<file path="config.mk">
export PLATFORM = sky130hd
export DESIGN_NAME = multimode_clock_counter_top
export DESIGN_NICKNAME = d
export VERILOG_FILES = /design/src/rtl/core/mmcc_pkg.sv /design/src/rtl/core/multimode_clock_counter_top.sv
export SDC_FILE = /design/constraint.sdc
export NUM_CORES = 1
export LEC_CHECK = 0
export BUFFER_PORTS_ARGS = -buffer_cell sky130_fd_sc_hd__buf_2
export CAP_MARGIN = 0
export CORE_ASPECT_RATIO = 0.8
export CORE_MARGIN = 1
export CORE_UTILIZATION = 56
export DETAILED_ROUTE_END_ITERATION = 10
export GPL_ROUTABILITY_DRIVEN = 0
export PLACE_DENSITY = 0.86
export SETUP_SLACK_MARGIN = 0.3
export SYNTH_ARGS = -nofsm -noshare
export SYNTH_HDL_FRONTEND = slang
export SYNTH_SLANG_ARGS = --single-unit
</file>
<file path="constraint.sdc">
create_clock -name clk -period 3.8 [get_ports clk]
set_input_delay 0.57 -clock clk [delete_from_list [all_inputs] [get_ports clk]]
set_output_delay 0.57 -clock clk [all_outputs]
set_load 0.05 [all_outputs]
</file>
<file path="src/rtl/core/mmcc_pkg.sv">
// ----------------------------------------------------------------------------
// mmcc_pkg - shared types and constants of the multimode clock counter
// Mode codes, register indexes and the seven-segment decode.
// ----------------------------------------------------------------------------
package mmcc_pkg;

	localparam int unsigned DIGITS     = 4;
	localparam int unsigned DIGIT_W    = 4;
	localparam int unsigned SEG_W      = 7;
	localparam int unsigned HOLD_LIM_W = 15;
	localparam int unsigned HOLD_CNT_W = 16;
	localparam int unsigned SCAN_W     = 16;
	localparam int unsigned CFG_DATA_W = 16;
	localparam int unsigned CFG_IDX_W  = 1;

	localparam logic [HOLD_LIM_W-1:0] HOLD_LIMIT_RST     = 15'd200;
	localparam logic [SCAN_W-1:0]     SCANS_PER_TICK_RST = 16'd1000;

	// configuration register indexes
	localparam logic [CFG_IDX_W-1:0] CFG_HOLD_LIMIT     = 1'b0;
	localparam logic [CFG_IDX_W-1:0] CFG_SCANS_PER_TICK = 1'b1;

	typedef enum logic [1:0] {
		MODE_IDLE = 2'd0,
		MODE_FREE = 2'd1,
		MODE_H24  = 2'd2,
		MODE_H12  = 2'd3
	} mode_t;

	typedef logic [DIGIT_W-1:0] digit_t;
	typedef logic [SEG_W-1:0]   seg_t;

	localparam seg_t SEG_BLANK = 7'h00;
	localparam seg_t SEG_ZERO  = 7'h3F;

	// bit0 = segment a .. bit6 = segment g; anything above nine is blank
	function automatic seg_t seg_decode(input digit_t d);
		seg_t s;
		unique case (d)
			4'd0: s = 7'h3F;
			4'd1: s = 7'h06;
			4'd2: s = 7'h5B;
			4'd3: s = 7'h4F;
			4'd4: s = 7'h66;
			4'd5: s = 7'h6D;
			4'd6: s = 7'h7D;
			4'd7: s = 7'h07;
			4'd8: s = 7'h7F;
			4'd9: s = 7'h6F;
			default: s = SEG_BLANK;
		endcase
		return s;
	endfunction

endpackage

</file>
<file path="src/rtl/core/multimode_clock_counter_top.sv">
// ----------------------------------------------------------------------------
// multimode_clock_counter_top - four-digit BCD clock / counter
// One display scan in, one set of segment codes, lamps and mode out.
// ----------------------------------------------------------------------------
//
//  channel  direction  handshake            payload
//  -------  ---------  -------------------  -----------------------------------
//  scan in  input      in_valid / in_stall  button_a_pressed, button_b_pressed
//  result   output     out_valid/out_stall  seg_first..seg_fourth, lamp_morning,
//                                           lamp_evening, mode_now
//  config   input      wr_en                wr_index, wr_data
//
// For each scan, the advance, the segment decode and the button
// evaluation sit between the state registers and the result register, so a
// scan can be accepted on every clock edge and its result shows the next
// cycle. The single result register sets the rate: while it holds a result
// that is stalled, in_stall is raised; once the result transfers, a new scan
// is taken in the same cycle. Reset restores the register defaults (hold
// limit 200, 1000 scans per tick), idle mode, digits 0000, morning flag set
// and both lamps off.
//
module multimode_clock_counter_top (
	input  logic                                 clk,
	input  logic                                 arst_n,
	// scan channel
	input  logic                                 in_valid,
	output logic                                 in_stall,
	input  logic                                 button_a_pressed,
	input  logic                                 button_b_pressed,
	// result channel
	output logic                                 out_valid,
	input  logic                                 out_stall,
	output logic [mmcc_pkg::SEG_W-1:0]           seg_first,
	output logic [mmcc_pkg::SEG_W-1:0]           seg_second,
	output logic [mmcc_pkg::SEG_W-1:0]           seg_third,
	output logic [mmcc_pkg::SEG_W-1:0]           seg_fourth,
	output logic                                 lamp_morning,
	output logic                                 lamp_evening,
	output logic [1:0]                           mode_now,
	// configuration
	input  logic                                 wr_en,
	input  logic [mmcc_pkg::CFG_IDX_W-1:0]       wr_index,
	input  logic [mmcc_pkg::CFG_DATA_W-1:0]      wr_data
);
	import mmcc_pkg::*;

	// configuration registers
	logic [HOLD_LIM_W-1:0] hold_limit_q;
	logic [SCAN_W-1:0]     scans_per_tick_q;

	// block state
	digit_t                digit_q [DIGITS];
	mode_t                 mode_q;
	logic                  morning_q;
	logic [1:0]            lamp_q;          // bit0 morning, bit1 evening
	logic [HOLD_CNT_W-1:0] hold_a_q;
	logic [HOLD_CNT_W-1:0] hold_b_q;
	logic [SCAN_W-1:0]     scan_q;

	// result register
	logic                  out_valid_q;
	seg_t                  seg_q [DIGITS];
	logic [1:0]            lamp_out_q;
	mode_t                 mode_out_q;

	// next-state values
	digit_t                adv_digit [DIGITS];   // after the advance, shown
	digit_t                digit_d   [DIGITS];   // after a possible clear
	logic                  morning_d;
	logic [1:0]            lamp_d;
	mode_t                 mode_d;
	logic [HOLD_CNT_W-1:0] hold_a_d;
	logic [HOLD_CNT_W-1:0] hold_b_d;
	logic [SCAN_W-1:0]     scan_inc;
	logic [SCAN_W-1:0]     scan_d;

	logic                  hit_a;
	logic                  hit_b;
	logic                  sel_hit;
	mode_t                 sel_mode;
	digit_t                wrap_hi;
	digit_t                wrap_lo;
	logic                  accept;

	// accept a scan whenever the result register is empty or draining
	assign in_stall = out_valid_q & out_stall;
	assign accept   = in_valid & ~in_stall;

	// ------------------------------------------------------------------
	// advance on a zero scan count
	// ------------------------------------------------------------------
	assign wrap_hi = (mode_q == MODE_H24) ? 4'd2 : 4'd1;
	assign wrap_lo = (mode_q == MODE_H24) ? 4'd4 : 4'd2;

	always_comb begin
		adv_digit = digit_q;
		morning_d = morning_q;
		lamp_d    = lamp_q;
		if (scan_q == '0) begin
			unique case (mode_q)
				MODE_FREE: begin
					// plain four-digit decimal ripple, 9999 wraps to 0000
					lamp_d = 2'b00;
					if (digit_q[3] != 4'd9) begin
						adv_digit[3] = digit_q[3] + 4'd1;
					end else begin
						adv_digit[3] = '0;
						if (digit_q[2] != 4'd9) begin
							adv_digit[2] = digit_q[2] + 4'd1;
						end else begin
							adv_digit[2] = '0;
							if (digit_q[1] != 4'd9) begin
								adv_digit[1] = digit_q[1] + 4'd1;
							end else begin
								adv_digit[1] = '0;
								if (digit_q[0] != 4'd9) begin
									adv_digit[0] = digit_q[0] + 4'd1;
								end else begin
									adv_digit[0] = '0;
								end
							end
						end
					end
				end
				MODE_H24, MODE_H12: begin
					// minutes 00..59, hours wrap at 24 or 12
					if (digit_q[3] != 4'd9) begin
						adv_digit[3] = digit_q[3] + 4'd1;
					end else begin
						adv_digit[3] = '0;
						if (digit_q[2] < 4'd5) begin
							adv_digit[2] = digit_q[2] + 4'd1;
						end else begin
							adv_digit[2] = '0;
							if (digit_q[0] == wrap_hi &&
							    (digit_q[1] + 4'd1) == wrap_lo) begin
								adv_digit[0] = '0;
								adv_digit[1] = '0;
								if (mode_q == MODE_H12) begin
									morning_d = ~morning_q;
								end
							end else if (digit_q[1] >= 4'd9) begin
								adv_digit[1] = '0;
								adv_digit[0] = digit_q[0] + 4'd1;
							end else begin
								adv_digit[1] = digit_q[1] + 4'd1;
							end
						end
					end
					if (mode_q == MODE_H12) begin
						lamp_d = morning_d ? 2'b01 : 2'b10;
					end else begin
						lamp_d = 2'b00;
					end
				end
				default: begin
					// idle holds the display at zero, lamps untouched
					for (int i = 0; i < DIGITS; i++) begin
						adv_digit[i] = '0;
					end
				end
			endcase
		end
	end

	// ------------------------------------------------------------------
	// button evaluation: button A first, then button B
	// ------------------------------------------------------------------
	assign hit_a = hold_a_q > {1'b0, hold_limit_q};
	assign hit_b = hold_b_q > {1'b0, hold_limit_q};

	always_comb begin
		sel_hit  = 1'b0;
		sel_mode = mode_q;
		priority if (hit_a) begin
			sel_hit  = 1'b1;
			sel_mode = (hold_b_q != '0) ? MODE_H12 : MODE_FREE;
		end else if (hit_b) begin
			// a hit on A clears B, so B only counts when A did not fire
			sel_hit  = 1'b1;
			sel_mode = (hold_a_q != '0) ? MODE_H12 : MODE_H24;
		end else begin
			sel_hit  = 1'b0;
		end
	end

	always_comb begin
		digit_d = adv_digit;
		mode_d  = mode_q;
		if (sel_hit && sel_mode != mode_q) begin
			mode_d = sel_mode;
			for (int i = 0; i < DIGITS; i++) begin
				digit_d[i] = '0;
			end
		end
	end

	// a selection clears both hold counters before this scan's buttons count
	assign hold_a_d = !button_a_pressed ? '0 :
	                  sel_hit ? HOLD_CNT_W'(1) : hold_a_q + HOLD_CNT_W'(1);
	assign hold_b_d = !button_b_pressed ? '0 :
	                  sel_hit ? HOLD_CNT_W'(1) : hold_b_q + HOLD_CNT_W'(1);

	// a zero scans_per_tick compares as always reached, so every scan advances
	assign scan_inc = scan_q + SCAN_W'(1);
	assign scan_d   = (scan_inc >= scans_per_tick_q) ? '0 : scan_inc;

	// ------------------------------------------------------------------
	// registers
	// ------------------------------------------------------------------
	always_ff @(posedge clk or negedge arst_n) begin
		if (!arst_n) begin
			hold_limit_q     <= HOLD_LIMIT_RST;
			scans_per_tick_q <= SCANS_PER_TICK_RST;
		end else if (wr_en) begin
			unique case (wr_index)
				CFG_HOLD_LIMIT:     hold_limit_q     <= wr_data[HOLD_LIM_W-1:0];
				CFG_SCANS_PER_TICK: scans_per_tick_q <= wr_data[SCAN_W-1:0];
				default:            ;
			endcase
		end
	end

	always_ff @(posedge clk or negedge arst_n) begin
		if (!arst_n) begin
			for (int i = 0; i < DIGITS; i++) begin
				digit_q[i] <= '0;
			end
			mode_q    <= MODE_IDLE;
			morning_q <= 1'b1;
			lamp_q    <= 2'b00;
			hold_a_q  <= '0;
			hold_b_q  <= '0;
			scan_q    <= '0;
		end else if (accept) begin
			digit_q   <= digit_d;
			mode_q    <= mode_d;
			morning_q <= morning_d;
			lamp_q    <= lamp_d;
			hold_a_q  <= hold_a_d;
			hold_b_q  <= hold_b_d;
			scan_q    <= scan_d;
		end
	end

	// result register: fill on an accepted scan, drop after the transfer
	always_ff @(posedge clk or negedge arst_n) begin
		if (!arst_n) begin
			out_valid_q <= 1'b0;
		end else if (accept) begin
			out_valid_q <= 1'b1;
		end else if (!out_stall) begin
			out_valid_q <= 1'b0;
		end
	end

	always_ff @(posedge clk) begin
		if (accept) begin
			for (int i = 0; i < DIGITS; i++) begin
				seg_q[i] <= seg_decode(adv_digit[i]);
			end
			lamp_out_q <= lamp_d;
			mode_out_q <= mode_q;
		end
	end

	assign out_valid    = out_valid_q;
	assign seg_first    = seg_q[0];
	assign seg_second   = seg_q[1];
	assign seg_third    = seg_q[2];
	assign seg_fourth   = seg_q[3];
	assign lamp_morning = lamp_out_q[0];
	assign lamp_evening = lamp_out_q[1];
	assign mode_now     = mode_out_q;

	// ------------------------------------------------------------------
	// assertions
	// ------------------------------------------------------------------
	a_lamps_exclusive: assert property (@(posedge clk) disable iff (!arst_n)
		out_valid |-> !(lamp_morning && lamp_evening))
		else $error("both AM and PM lamps lit");

	a_idle_shows_zero: assert property (@(posedge clk) disable iff (!arst_n)
		(out_valid && mode_now == MODE_IDLE) |->
		(seg_first == SEG_ZERO && seg_second == SEG_ZERO &&
		 seg_third == SEG_ZERO && seg_fourth == SEG_ZERO))
		else $error("idle mode shows a nonzero display");

	a_result_follows: assert property (@(posedge clk) disable iff (!arst_n)
		(in_valid && !in_stall) |=> out_valid)
		else $error("accepted scan produced no result");

endmodule

</file>
==> results.toml <==
[worst_setup_path]
cp_slowest_stage_delay_ps = 420
ff2ff_path_depth = 17
cp_cell_sequence = "ha_4 > nand3_2 > nor2_2 > and3_4 > and3_2 > and3_2 > nand3_1 > xnor2_2 > ha_1 > nor2b_1 > o21ai_0 > o211ai_1 > a21oi_2 > buf_4 > buf_6 > nand2b_1 > a31oi_1"
reg2reg_slack_ps = 410
crit_path_frequent_cell = "and3_2"
crit_path_start_kind = "register"
required_ps = 4140
cp_max_fo = 11
crit_path_start = "scan_q[1]$_DFFE_PN0P_"
critPathCaptureType = "register"
arrival_ps = 3730
timing.rr.start = "scan_q[1]$_DFFE_PN0P_"
cp_slowest_cell = "dfrtp_1"
path_class = "register to register"
endpoint = "scan_q[2]$_DFFE_PN0P_"
r2r-end = "scan_q[2]$_DFFE_PN0P_"

[timing]
slew_headroom_pct = 49.9
period_share_pct = 89.2
min_period_ps = 3390
finalHoldViolations = 0
setup_viol = 0
rsz0062_at_grt = "false"
worst_pin_slew_ps = 749
tns_ps = 0
slew_viol_final = 0
skew_ps = 7.20
fmaxAchievable_mhz = 295

[grt]
antenna_found_initial = 0
grt_pass1_wl_um = 32600
grt_use_total_pct = 26.3
grt_overflow_total = 0
grt_pass1_vias = 6774
grt_max_degree = 61

[power_and_ir_drop]
peakVddDrop_mv = 0.337
p_leak_uw = 0.00466
p_per_area_mw_per_mm2 = 563

[routing]
drc_errors = 0
wl_um = 19900
vias = 7063
wl_per_cell_um = 17.3
dr.pass1.iters = 5
drtAntennaViolNets = 0
drt-vias-per-instance = 6.15
drtIter0Drc = 637

[floorplan]
core_area_mm2 = 0.0150
dieArea_mm2 = 0.0158
fp-row-count = 40
initial_core_util_pct = 57.3
io-pin-count = 58
die_w_um = 140
die_h_um = 113

[synthesis]
netlist_area_mm2 = 0.00858
ys_top_cells_by_area = "dfrtp_1 27%, ha_1 12%, edfxtp_1 11%"
syn_inst = 885
synth_warnings = 0
synth_flop_cell = "dfrtp_1"
synth_cell_types = 73
yosysTopAreaCell = "dfrtp_1"
async_flop_share_pct = 75.9
synth_edf_count = 32
synth_seq_cells = 133
ys_seq_area_share_pct = 40.8
synth_nets = 994
synth_top_cell_area_share_pct = 26.6
synth_area_per_cell_um2 = 9.69

[status]
status = "finished clean"

[min_path]
hp-class = "input pin to asynchronous set/reset pin"

[layout]
nFillCells = 1104
antennaDiodeCount = 0
utilization_pct = 65.7
drive_gt1_share_pct = 18.3
seqCellArea_mm2 = 0.00350
multi_input_area_mm2 = 0.00468
final_nets = 1056
area_delta_synth_final_pct = 14.7

[clock_network]
root_buffer = "clkbuf_16"
clkTransAtPathRegs_ps = 60
ctsHoldBuffers = 0
cts_max_path_buffers = 2
clk_latency_ps = 430
tritoncts.num_buffers = 17
htreeDepth = 4
cts_tree = "built"
cts.sinks = 133

[flow_run]
maxCapViolations = 0

[placed_design]
place_hpwl_um = 13400
port_buffers = 57
[layout by cell type (no fill, tap or decap), types with 4 or more instances in the layout]
cell type and n:
buf_4 21, nand2b_1 14, nand3_1 25, nor3_1 11
clkbuf_16 17, mux2_2 21, inv_1 65, a22o_1 5
a21oi_1 52, xor2_1 16, dfrtp_1 88, nor3b_1 18
xnor2_1 8, nor4b_1 4, a41oi_1 4, bufinv_16 7
nor4_1 10, o21a_1 5, buf_2 56, nor2b_1 6
edfxtp_1 32, o31ai_1 12, ha_1 84, dfstp_2 10
a31oi_1 20, and3_1 26, nor2_1 23, o22ai_1 13
nand2_1 91, o211ai_1 4, o21ai_0 68, a21o_1 34
nand4_1 14
[worst min path at each step]
stage                          startpoint                endpoint  slack [ps]  depth (start not counted)
floorplan                          arst_n  digit_q[0]$_DFFE_PN0P_         270                          0
global placement    lamp_q[1]$_DFFE_PN0P_   lamp_q[1]$_DFFE_PN0P_         460                          2
detailed placement  lamp_q[1]$_DFFE_PN0P_   lamp_q[1]$_DFFE_PN0P_         470                          2
CTS                                arst_n  digit_q[8]$_DFFE_PN0P_         170                          1
global route                       arst_n  digit_q[8]$_DFFE_PN0P_         190                          1
finish                             arst_n  digit_q[3]$_DFFE_PN0P_         150                          1
[kinds of logic after synthesis]
group / count (synthesis) / share of synthesized area, %
xor gates and xnor gates: 25 / 2.55
DFF: 133 / 40.8
and+or+nand+nor: 269 / 16.9
muxes: 24 / 3.11
buffers and inverters: 103 / 5.46
adders and majority gates: 85 / 12.4
AOI/OAI and AO/OA: 246 / 18.8
[cell usage after synthesis (all sizes together), types with 6 or more instances]
cell    instances
nor3           12
nor3b          18
nor2b           6
nor2           24
ha             85
a31oi          20
o21ai          71
a21oi          55
xor2           16
clkbuf         26
mux2           21
nand2          91
dfstp          10
dfrtp          91
and3           30
inv            65
nor4           11
edfxtp         32
nand4          14
nand2b         14
xnor2           9
o22ai          13
a21o           34
buf            10
o31ai          13
nand3          26
[repair_timing]
action	in CTS	in global routing
resized for setup	2	18
gates cloned	0	1
pin swaps	0	3
buffers inserted	1	7
endpoints found under the setup margin	13	28
[registers in the layout (all words and copies together), names as in the netlist]
register	cells
scan_q	16
mode_q	2
hold_b_q	16
hold_a_q	16
mode_now	2
lamp_out_q	2
out_valid	1
scans_per_tick_q	16
digit_q	16
lamp_q	2
seg_q	28
morning_q	1
hold_limit_q	15
[worst max-delay path: cells and delay by family, from the launching register on]
kind | cells | cell delay (ps)
xor gates and xnor gates | 1 | 160
adders and majority gates | 2 | 470
buffers and inverters | 2 | 300
AOI/OAI and AO/OA | 4 | 700
DFF | 1 | 420
and+or+nand+nor | 8 | 1250
[stage by stage]
step	cells	hold slack, ps	area (µm²)	power, µW	setup slack, ps
after floorplan	885	274	8580	3130	362
after global placement	1108	459	9000	3430	303
after detailed placement	1108	469	9000	3500	155
after CTS	1141	166	9700	5450	301
after global routing	1149	194	9830	5810	212
final	1149	154	9830	5530	411
[report_power, final]
| group | switching [µW] | internal, µW | total [µW] |
|---|---|---|---|
| registers | 192 | 1730 | 1920 |
| logic | 1080 | 608 | 1690 |
| clock network | 640 | 1290 | 1930 |
| total | 1910 | 3620 | 5530 |
[final cells by class]
cell class / instances / share of cell area [%]
inverters: 66 / 2.52
well taps: 189 / 2.40
clock buffers: 17 / 4.33
multi-input cells: 649 / 47.6
flip-flops and latches: 133 / 35.6
clock inverters: 15 / 2.63
repair buffers: 80 / 4.89
[routing by layer]
layer / global-route usage [%] / vias up / part of all wire (%)
li1: - / 3346 / -
met1: 34.8 / 3387 / 44
met2: 41.6 / 282 / 47
met3: 6.91 / 48 / 6.9
met4: 10.0 / 0 / 2.4
met5: 0 / - / 0
Note: power is estimated with default switching activity, not from simulation.
